--- config.mk ---
export PLATFORM = sky130hd
export DESIGN_NAME = peer_quota_rate_limiter_unit
export DESIGN_NICKNAME = d
export VERILOG_FILES = /design/src/rtl/pqrl_pkg.sv /design/src/rtl/pqrl_ctrl.sv /design/src/rtl/pqrl_datapath.sv /design/src/rtl/peer_quota_rate_limiter_unit.sv
export SDC_FILE = /design/constraint.sdc
export NUM_CORES = 2
export LEC_CHECK = 0
export BUFFER_PORTS_ARGS = -buffer_cell sky130_fd_sc_hd__buf_4
export CELL_PAD_IN_SITES_DETAIL_PLACEMENT = 0
export CELL_PAD_IN_SITES_GLOBAL_PLACEMENT = 1
export CORE_ASPECT_RATIO = 1.75
export CORE_MARGIN = 10
export CORE_UTILIZATION = 49
export CTS_BUF_LIST = sky130_fd_sc_hd__clkbuf_4
export CTS_CLUSTER_DIAMETER = 200
export DETAILED_ROUTE_END_ITERATION = 8
export GPL_TIMING_DRIVEN = 0
export PLACE_DENSITY = 0.79
export SLEW_MARGIN = 20
export SYNTH_ARGS = -nofsm -noshare
export SYNTH_HDL_FRONTEND = slang
export SYNTH_SLANG_ARGS = --single-unit
--- constraint.sdc ---
create_clock -name clk -period 15 [get_ports clk]
set_input_delay 1.5 -clock clk [delete_from_list [all_inputs] [get_ports clk]]
set_output_delay 1.5 -clock clk [all_outputs]
set_load 0.1 [all_outputs]
--- src/rtl/pqrl_pkg.sv ---
`default_nettype none

package pqrl_pkg;

  // Widths fixed by the transaction fields
  localparam int KEY_W   = 64;
  localparam int SIZE_W  = 32;
  localparam int TIME_W  = 32;
  localparam int CNT_W   = 16;
  localparam int BYTES_W = 40;
  localparam int STAT_W  = 3;
  localparam int SLOT_OUT_W = 4;

  // Operation codes
  localparam logic OP_RESERVE = 1'b0;
  localparam logic OP_RELEASE = 1'b1;

  // Result status codes
  localparam logic [STAT_W-1:0] ST_OK    = 3'd0;
  localparam logic [STAT_W-1:0] ST_RATE  = 3'd1;
  localparam logic [STAT_W-1:0] ST_COUNT = 3'd2;
  localparam logic [STAT_W-1:0] ST_BYTES = 3'd3;
  localparam logic [STAT_W-1:0] ST_FULL  = 3'd4;

  // Register indexes (byte address bits [4:3])
  localparam logic [1:0] REG_MAX_RATE  = 2'd0;
  localparam logic [1:0] REG_MAX_COUNT = 2'd1;
  localparam logic [1:0] REG_MAX_BYTES = 2'd2;

  // Register reset values
  localparam logic [CNT_W-1:0]   MAX_RATE_RST  = 16'd10;
  localparam logic [CNT_W-1:0]   MAX_COUNT_RST = 16'd100;
  localparam logic [BYTES_W-1:0] MAX_BYTES_RST = 40'd10485760;

  // One peer entry as kept in the table memory
  typedef struct packed {
    logic [KEY_W-1:0]   key;
    logic [CNT_W-1:0]   items;
    logic [BYTES_W-1:0] bytes;
    logic [CNT_W-1:0]   hits;
    logic [TIME_W-1:0]  win_start;
  } entry_t;

  // Controller to datapath commands
  typedef struct packed {
    logic load_in;   // capture the accepted transaction, clear the scan address
    logic rd_en;     // read the entry at the scan address
    logic addr_inc;  // advance the scan address
    logic load_hit;  // take the entry just read as the working entry
    logic load_new;  // create a fresh entry at the next free slot
    logic exec;      // apply the operation, write back, post the result
    logic full;      // post a table-full result
  } cmd_t;

  // Datapath to controller status
  typedef struct packed {
    logic key_match;
    logic last_entry;
    logic empty;
    logic table_full;
  } stat_t;

endpackage

`default_nettype wire

--- src/rtl/pqrl_ctrl.sv ---
`default_nettype none

module pqrl_ctrl (
  input  wire logic           clk,
  input  wire logic           rst,
  input  wire logic           start,
  output logic                busy,
  input  wire pqrl_pkg::stat_t st,
  output pqrl_pkg::cmd_t      cmd
);
  import pqrl_pkg::*;

  localparam logic [2:0] S_IDLE = 3'd0;
  localparam logic [2:0] S_READ = 3'd1;
  localparam logic [2:0] S_CMP  = 3'd2;
  localparam logic [2:0] S_MISS = 3'd3;
  localparam logic [2:0] S_EXEC = 3'd4;

  logic [2:0] state;
  logic [2:0] state_next;

  always_ff @(posedge clk) begin
    if (rst) begin
      state <= S_IDLE;
    end else begin
      state <= state_next;
    end
  end

  assign busy = (state != S_IDLE);

  always_comb begin
    state_next = state;
    cmd = '0;
    case (state)
      S_IDLE: begin
        if (start) begin
          cmd.load_in = 1'b1;
          state_next = st.empty ? S_MISS : S_READ;
        end
      end
      S_READ: begin
        cmd.rd_en = 1'b1;
        state_next = S_CMP;
      end
      S_CMP: begin
        if (st.key_match) begin
          cmd.load_hit = 1'b1;
          state_next = S_EXEC;
        end else if (st.last_entry) begin
          state_next = S_MISS;
        end else begin
          cmd.addr_inc = 1'b1;
          state_next = S_READ;
        end
      end
      S_MISS: begin
        if (st.table_full) begin
          cmd.full = 1'b1;
          state_next = S_IDLE;
        end else begin
          cmd.load_new = 1'b1;
          state_next = S_EXEC;
        end
      end
      S_EXEC: begin
        cmd.exec = 1'b1;
        state_next = S_IDLE;
      end
      default: begin
        state_next = S_IDLE;
      end
    endcase
  end

endmodule

`default_nettype wire

--- src/rtl/pqrl_datapath.sv ---
`default_nettype none

module pqrl_datapath #(
  parameter int PEER_ENTRIES = 16
) (
  input  wire logic                              clk,
  input  wire logic                              rst,
  input  wire pqrl_pkg::cmd_t                    cmd,
  output pqrl_pkg::stat_t                        st,
  input  wire logic                              operation,
  input  wire logic signed [pqrl_pkg::KEY_W-1:0] peer_key,
  input  wire logic [pqrl_pkg::SIZE_W-1:0]       tx_size,
  input  wire logic [pqrl_pkg::TIME_W-1:0]       now_seconds,
  input  wire logic [pqrl_pkg::CNT_W-1:0]        rate_limit,
  input  wire logic [pqrl_pkg::CNT_W-1:0]        count_limit,
  input  wire logic [pqrl_pkg::BYTES_W-1:0]      max_bytes,
  output logic                                   done,
  output logic [pqrl_pkg::STAT_W-1:0]            status,
  output logic [pqrl_pkg::SLOT_OUT_W-1:0]        peer_slot
);
  import pqrl_pkg::*;

  localparam int SLOT_W = (PEER_ENTRIES > 1) ? $clog2(PEER_ENTRIES) : 1;
  localparam int USED_W = $clog2(PEER_ENTRIES + 1);

  // Captured transaction
  logic               in_op;
  logic [KEY_W-1:0]   in_key;
  logic [SIZE_W-1:0]  in_size;
  logic [TIME_W-1:0]  in_now;

  logic [SLOT_W-1:0]  addr;
  logic [SLOT_W-1:0]  slot;
  logic [USED_W-1:0]  slots_used;

  entry_t             mem [PEER_ENTRIES];
  entry_t             rd_data;
  entry_t             rec;
  entry_t             rec_next;
  entry_t             fresh;
  logic [STAT_W-1:0]  exec_status;

  logic [TIME_W-1:0]  diff;
  logic               restart;
  logic [CNT_W-1:0]   hits_eff;
  logic [TIME_W-1:0]  start_eff;
  logic [BYTES_W:0]   bytes_sum;
  logic [SLOT_W+SLOT_OUT_W-1:0] slot_ext;

  always_ff @(posedge clk) begin
    if (cmd.load_in) begin
      in_op   <= operation;
      in_key  <= peer_key;
      in_size <= tx_size;
      in_now  <= now_seconds;
    end
  end

  always_ff @(posedge clk) begin
    if (cmd.load_in) begin
      addr <= '0;
    end else if (cmd.addr_inc) begin
      addr <= addr + 1'b1;
    end
  end

  always_ff @(posedge clk) begin
    if (rst) begin
      slots_used <= '0;
    end else if (cmd.load_new) begin
      slots_used <= slots_used + 1'b1;
    end
  end

  // Table memory: one read port for the scan, one write port for write-back
  always_ff @(posedge clk) begin
    if (cmd.rd_en) begin
      rd_data <= mem[addr];
    end
  end

  always_ff @(posedge clk) begin
    if (cmd.exec) begin
      mem[slot] <= rec_next;
    end
  end

  always_comb begin
    fresh           = '0;
    fresh.key       = in_key;
    fresh.win_start = in_now;
  end

  always_ff @(posedge clk) begin
    if (cmd.load_hit) begin
      rec  <= rd_data;
      slot <= addr;
    end else if (cmd.load_new) begin
      rec  <= fresh;
      slot <= slots_used[SLOT_W-1:0];
    end
  end

  assign st.key_match  = (rd_data.key == in_key);
  assign st.last_entry = ((USED_W'(addr) + 1'b1) == slots_used);
  assign st.empty      = (slots_used == '0);
  assign st.table_full = (slots_used == USED_W'(PEER_ENTRIES));

  // Window restart when the signed time difference is at least one
  assign diff      = in_now - rec.win_start;
  assign restart   = (diff != '0) && !diff[TIME_W-1];
  assign hits_eff  = restart ? '0 : rec.hits;
  assign start_eff = restart ? in_now : rec.win_start;
  assign bytes_sum = {1'b0, rec.bytes} + (BYTES_W+1)'(in_size);

  always_comb begin
    rec_next    = rec;
    exec_status = ST_OK;
    if (in_op == OP_RESERVE) begin
      rec_next.hits      = hits_eff;
      rec_next.win_start = start_eff;
      if (hits_eff >= rate_limit) begin
        exec_status = ST_RATE;
      end else if (rec.items >= count_limit) begin
        exec_status = ST_COUNT;
      end else if (bytes_sum > {1'b0, max_bytes}) begin
        exec_status = ST_BYTES;
      end else begin
        rec_next.items = rec.items + 1'b1;
        rec_next.bytes = bytes_sum[BYTES_W-1:0];
        rec_next.hits  = hits_eff + 1'b1;
      end
    end else begin
      if (rec.items != '0) begin
        rec_next.items = rec.items - 1'b1;
      end
      if (rec.bytes >= BYTES_W'(in_size)) begin
        rec_next.bytes = rec.bytes - BYTES_W'(in_size);
      end
      if (rec.hits != '0) begin
        rec_next.hits = rec.hits - 1'b1;
      end
    end
  end

  assign slot_ext = {{SLOT_OUT_W{1'b0}}, slot};

  always_ff @(posedge clk) begin
    if (rst) begin
      done <= 1'b0;
    end else begin
      done <= cmd.exec | cmd.full;
    end
  end

  always_ff @(posedge clk) begin
    if (cmd.exec) begin
      status    <= exec_status;
      peer_slot <= slot_ext[SLOT_OUT_W-1:0];
    end else if (cmd.full) begin
      status    <= ST_FULL;
      peer_slot <= '0;
    end
  end

endmodule

`default_nettype wire

--- src/rtl/peer_quota_rate_limiter_unit.sv ---
`default_nettype none

// Flow: the key scan reads and compares the used entries in order; a peer that is found is
// updated in its entry, a new peer is created in the next free slot, and a full table is reported.
// Throughput: one transaction at a time, with the sequential key scan reading and comparing one
// entry at a time through the single table read port. A new transaction is accepted in the
// cycle its predecessor's result is shown; results cannot be stalled.
// Reset: synchronous; empties the peer table (fill count to zero) and loads register defaults.

module peer_quota_rate_limiter_unit #(
  parameter int PEER_ENTRIES = 16
) (
  input  wire logic                              clk,
  input  wire logic                              rst,
  // transaction port
  input  wire logic                              start,
  output logic                                   busy,
  input  wire logic                              operation,
  input  wire logic signed [pqrl_pkg::KEY_W-1:0] peer_key,
  input  wire logic [pqrl_pkg::SIZE_W-1:0]       tx_size,
  input  wire logic [pqrl_pkg::TIME_W-1:0]       now_seconds,
  // result port
  output logic                                   done,
  output logic [pqrl_pkg::STAT_W-1:0]            status,
  output logic [pqrl_pkg::SLOT_OUT_W-1:0]        peer_slot,
  // register port
  input  wire logic                              psel,
  input  wire logic                              penable,
  input  wire logic                              pwrite,
  input  wire logic [4:0]                        paddr,
  input  wire logic [63:0]                       pwdata,
  output logic [63:0]                            prdata,
  output logic                                   pready
);
  import pqrl_pkg::*;

  logic [CNT_W-1:0]   rate_limit;
  logic [CNT_W-1:0]   count_limit;
  logic [BYTES_W-1:0] max_bytes;
  logic               reg_wr;
  logic [1:0]         reg_idx;
  cmd_t               cmd;
  stat_t              st;

  // Registers sit at 8-byte strides; the low address bits are ignored.
  assign pready  = 1'b1;
  assign reg_idx = paddr[4:3];
  assign reg_wr  = psel & penable & pwrite & pready;

  always_ff @(posedge clk) begin
    if (rst) begin
      rate_limit  <= MAX_RATE_RST;
      count_limit <= MAX_COUNT_RST;
      max_bytes   <= MAX_BYTES_RST;
    end else if (reg_wr) begin
      case (reg_idx)
        REG_MAX_RATE:  rate_limit  <= pwdata[CNT_W-1:0];
        REG_MAX_COUNT: count_limit <= pwdata[CNT_W-1:0];
        REG_MAX_BYTES: max_bytes   <= pwdata[BYTES_W-1:0];
        default: begin
          // drop writes outside the register list
        end
      endcase
    end
  end

  // Read back the addressed register, zero-extended to the bus width
  always_comb begin
    case (reg_idx)
      REG_MAX_RATE:  prdata = {{(64-CNT_W){1'b0}}, rate_limit};
      REG_MAX_COUNT: prdata = {{(64-CNT_W){1'b0}}, count_limit};
      REG_MAX_BYTES: prdata = {{(64-BYTES_W){1'b0}}, max_bytes};
      default:       prdata = '0;
    endcase
  end

  // Controller: walks the used entries, then creates, updates or reports full
  pqrl_ctrl u_ctrl (
    .clk   (clk),
    .rst   (rst),
    .start (start),
    .busy  (busy),
    .st    (st),
    .cmd   (cmd)
  );

  // Datapath: peer table memory, working entry, limit checks and result register
  pqrl_datapath #(
    .PEER_ENTRIES (PEER_ENTRIES)
  ) u_dp (
    .clk         (clk),
    .rst         (rst),
    .cmd         (cmd),
    .st          (st),
    .operation   (operation),
    .peer_key    (peer_key),
    .tx_size     (tx_size),
    .now_seconds (now_seconds),
    .rate_limit  (rate_limit),
    .count_limit (count_limit),
    .max_bytes   (max_bytes),
    .done        (done),
    .status      (status),
    .peer_slot   (peer_slot)
  );

endmodule

`default_nettype wire

; Word level (Yosys, flattened, before mapping)
; Memory sizes are Yosys's and may differ from the RTL's. A register that Yosys moved wholly into a read port is not among the register bits.
; Index checks and enable logic that the tools add are counted.
[totals]
reg_bits = 393
latchBits = 0
ram_bits = 2688
mem_bits_ro = 0
inputBits = 204
out_inout_bits = 74
memories = 1
[op_classes]
n_addsub = 10
mul = 0
n_div = 0
order_cmp = 4
n_eq_ne = 10
shift = 0
muxes = 43
bitwise = 3
reduce_logical = 14
[mem_list]
columns = name, words, width, read_ports, rd_ports_with_merged_regs, wr, line
row1 = u_dp.mem, 16, 168, 1, 1, 1, pqrl_datapath.sv:36  ; entry_t mem [PEER_ENTRIES];
[op_table]
columns = op, count
row1 = 168-bit 2-to-1 mux, 2
row2 = 72-bit 2-to-1 mux, 4
row3 = 40-bit case mux with 3 select lines, 1
row4 = 64-bit == test, 1
row5 = 32-bit 2-to-1 mux, 2
row6 = 16-bit 2-to-1 mux, 3
row7 = 40-bit by 32-bit adder with 41-bit output, 1
row8 = 41-bit by 40-bit > comparator with 1-bit output, 1
row9 = 40-bit by 32-bit greater-or-equal comparator with 1-bit output, 1
row10 = 40-bit 2-to-1 mux, 1
row11 = 40-bit by 32-bit subtractor with 40-bit output, 1
row12 = "16-bit by 1-bit adder with 16-bit output, second input constant", 2
row13 = 16-bit greater-or-equal comparator, 2
row14 = 16-bit nonzero test, 2
row15 = 32-bit nonzero test, 1
row16 = "16-bit by 1-bit subtractor with 16-bit output, second input constant", 2
row17 = 32-bit subtractor, 1
row18 = 3-bit 2-to-1 mux, 7
row19 = 4-bit 2-to-1 mux, 4
row20 = 1-bit 2-to-1 mux, 13
row21 = 3-bit case mux with 4 select lines, 1
row22 = 2-bit 2-to-1 mux, 5
row23 = "3-bit by 2-bit == test with 1-bit output, second input constant", 2
row24 = 2-bit AND reduction, 3
row25 = 19 further kinds, 21

; Depth between registers and ports, before layout
[depth]
depth_word = 9
depth_mapped = 28
depth_no_buf = 24

; By module
; Synthesis repeated with hierarchy kept, for this count alone.
[hier_totals]
hier_cells = 6667
hier_area_um2 = 132597.2
[by_module_without_submodules]
columns = mod, instances, cells_each, area_per_inst_um2
row1 = pqrl_datapath, 1, 6245, 128635.9
row2 = peer_quota_rate_limiter_unit, 1, 396, 3738.6
row3 = pqrl_ctrl, 1, 26, 222.7

; Worst setup path after synthesis
; OpenSTA, ideal clock, no wires.
[synth_path]
kind = register to register
from = register u_ctrl.state[2]
to = register, netlist name u_dp.rd_data[0]
setup_time_ps = 939
t_arrival_ps = 12687
required_time_ps = 14061
path_slack_ps = 1374
stages_incl_launch_ff = 3
path_buffers = 1
cell_sequence = dfxtp_1 -> clkbuf_1 -> nor3b_1
[synth_between]
elab_chain_cells = 2
[synth_rtl]
columns = element, line
row1 = "start, declared", pqrl_ctrl.sv:19  ; logic [2:0] state;
row2 = "start signal, assigned", pqrl_ctrl.sv:26  ; state <= state_next;
row3 = 3-bit by 1-bit == test with 1-bit output, pqrl_ctrl.sv:35  ; case (state)
row4 = 1-bit 2-to-1 mux, pqrl_ctrl.sv:35
; Every way passes these cells.
; A chain may end at the register's enable or synchronous reset.

==> impl_results.md <==
- Status: completed
- Row count: 251
- Post-detail-place hpwl: 258.9 mm
- CP Capture Type: flip-flop
- Clock transition at path regs: 0.07 ns
- Pleak: 49.44 nW
- Die H: 705.3 µm
- Number of global-route vias before repair: 75180
- Slew Limit Fails: 0
- Root Driver: clkbuf_4
- Hold path endpoint: u_dp.in_size[31]
- Drt pass-1 iters: 6
- Asr flop ratio synth: 0%
- Setup bufs post-CTS: 0
- DRC violations left: 0
- Worst Hold Depth: 1
- Worst vdd ir: 95.37 µV
- Hold Path Origin: tx_size[31]
- RSZ-0062 raised after global routing: no
- I/O pin cnt: 278
- Critical path class: flip-flop to flip-flop
- Critical Path AT: 10.89 ns
- Total GRT Usage: 25.02%
- Clock sink count: 3249
- Clock Path Buffers: 4
- Antenna violations before repair: 7
- Layout Skew: 0.1416 ns
- Reg2Reg Depth: 24
- Commonest non-fill, non-tap cell in the layout: edfxtp_1
- # port buffers: 224
- Placement Setup Slack: 5.191 ns
- Finish-stage setup viols: 0
- Antenna-violating nets left: 0
- Largest net degree at the start of global routing: 42
- Worst Max-Slew Pin Slew: 1.290 ns
- Cts hold-fix bufs: 0
- Post-synth EDFFs: 3164
- CP required: 16.00 ns
- Number of CTS-inserted buffers: 713
- Final Core Density: 57.07%
- CTS resizes: 0
- Post-synthesis sequential area ratio: 73.55%
- Fmax: 101.1 MHz
- Synth Cell Area: 131500 µm²
- R2R Path End: u_dp.mem[15][62]
- Worst-path maximum fanout: 16
- R2R Path Start: u_dp.in_now[12]
- Die ar.: 290300 µm²
- Initial DRC Count: 8081
- Minimum clock period: 9.896 ns
- Layout cells sized above 1: 32.34%
- Power, Total: 22.25 mW
- Yosys cell types: 84
- First-pass GRT wire length: 525.9 mm
- Final Hold Fails: 0
- Max-slew headroom: 13.97%
- Ys flop type: edfxtp_1
- Synth warn: 0
- Syn Area/Cell: 19.65 µm²
- Die W: 411.6 µm
- Core area: 267300 µm²
- Hold crit path type: input pin to flip-flop
- Initial Util: 49.20%
- Via Count: 72630
- Most frequent cells in the layout: edfxtp_1 (3164), clkbuf_4 (992), mux4_2 (815)
- Total negative slack: 0 ns
- GPL Wtd Cong: 0.9174
- Clock Latency Late Sink: 1.39 ns
- R2r setup slk: 5.10 ns
- Layout Nets: 8373
- CTS tree: yes
- Pwr dens: 145.8 nW/µm²
- Final setup margin: 5.104 ns
- Tcrit/Tclk final: 65.97%
- Via density: 6.016
- Post-synthesis register bit count: 3249
- Gr ovfl total: 0
- Syn Inst Count: 6690
- Wire per inst: 30.57 µm
- CP startpoint kind: flip-flop
- Post-Route WL: 369.1 mm
- Layout area overhead: 16.01%
- Max-capacitance violation count: 0
- H-Tree Depth: 6
-- critical path: stages, from the launching register on --
cell and delay [ns]:
edfxtp_1 0.44, ha_1 0.36, clkbuf_1 0.39, and4_1 0.31
nand3_1 0.09, a21oi_1 0.44, o21ai_0 0.21, and3_1 0.22
nor3_1 0.27, nor4bb_1 0.45, nor3b_4 0.61, nor2_2 0.20
buf_6 0.23, nor2_1 0.14, ha_1 0.25, a2111oi_0 0.36
o22ai_1 0.18, a211o_1 0.30, a311o_1 0.36, or3_1 0.44
nor3_1 0.65, buf_2 0.58, buf_1 1.00, a21oi_1 0.17
o21ai_1 0.84
-- cells in the mapped netlist (21+ instances only) --
master    instances  area share, %
a211oi_1         51           0.29
a21o_1           27           0.15
a21oi_1         213           0.81
a31oi_1          30           0.14
and2_1          110           0.52
and3_1           24           0.11
buf_1            91           0.26
buf_4            25           0.14
clkbuf_1        274           0.78
dfxtp_1          85            1.3
edfxtp_1       3164             72
ha_1            175            1.7
inv_1           208           0.59
mux2_2           38           0.33
mux2_4           31           0.35
mux2i_1          69           0.53
mux4_2          815             14
nand2_1         260           0.74
nand2b_1         26           0.12
nand3_1          44           0.17
nand4_1          56           0.27
nor2_1          147           0.42
nor2b_1          51           0.24
nor3_1           59           0.22
nor4_1           23           0.11
o211ai_1         22           0.13
o21ai_0         103           0.39
o21bai_1         27           0.15
or3_1            21           0.10
xnor2_1         138           0.92
xor2_1           33           0.22
-- cell type report --
cell class	instances	area, µm²
diodes	10	25.02
plain buffers	411	1829
clock buffers	991	7440
clock inverters	255	1560
fillers	19730	114700
inverters	208	780.7
multi-input cells	2845	32810
flip-flops and latches	3249	96710
well taps	3542	4432
repair buffers	563	6942
-- worst max-delay path by stage --
stage | start | end | cells past startpoint
2_1_floorplan | u_ctrl.state[2] | u_dp.rd_data[0] | 2
3_3_place_gp | u_ctrl.state[2] | u_dp.mem[0][151] | 4
3_5_place_dp | u_dp.in_now[15] | u_dp.mem[14][94] | 24
4_1_cts | u_dp.in_now[15] | u_dp.mem[2][94] | 24
5_1_grt | u_dp.in_now[20] | u_dp.mem[15][62] | 25
6_report | u_dp.in_now[12] | u_dp.mem[15][62] | 24
-- kinds of logic after synthesis --
logic type                 synth area share (%)
DFF                                       73.55
muxes                                     15.16
and+or+nand+nor                           3.385
AOI/OAI and AO/OA                         3.145
buffers and inverters                     1.897
adders and majority gates                 1.711
xor gates and xnor gates                  1.139
other                                  0.005712
-- registers in the layout, summed over array words and instances (netlist names) --
name             cells
rate_limit          16
u_dp.in_op           1
u_ctrl.state         3
max_bytes           40
u_dp.peer_slot       4
count_limit         16
u_dp.in_key         64
u_dp.slots_used      5
u_dp.status          3
u_dp.in_now         32
u_dp.rd_data       168
u_dp.rec           168
u_dp.addr            4
u_dp.slot            4
u_dp.in_size        32
u_dp.mem          2688
u_dp.done            1
-- metal layers --
metal  global-route usage [%]  vias up  routed length (µm)
met5                        0        -                   7
met4                    13.15        2               20930
met3                    4.479      824               28820
met2                    43.61     4064              192900
met1                    29.39    37480              126500
li1                         -    30270                   -
-- report_power, final --
part / switching [mW] / total, mW / internal (mW)
sequential: 0.189 / 10.7 / 10.5
clock: 3.40 / 6.78 / 3.38
combinational: 2.78 / 4.75 / 1.96
-- through the flow --
stage | hold WS, ns | area [µm²] | std cells
after global routing | 0.2256 | 152500 | 12070
final | 0.2983 | 152500 | 12070
after global placement | 0.4600 | 137700 | 10480
after CTS | 0.1718 | 152300 | 12060
after detailed placement | 0.4695 | 143300 | 10810
after floorplan | 0.4447 | 131600 | 6713
No activity file was read; power rests on OpenSTA's default activity.
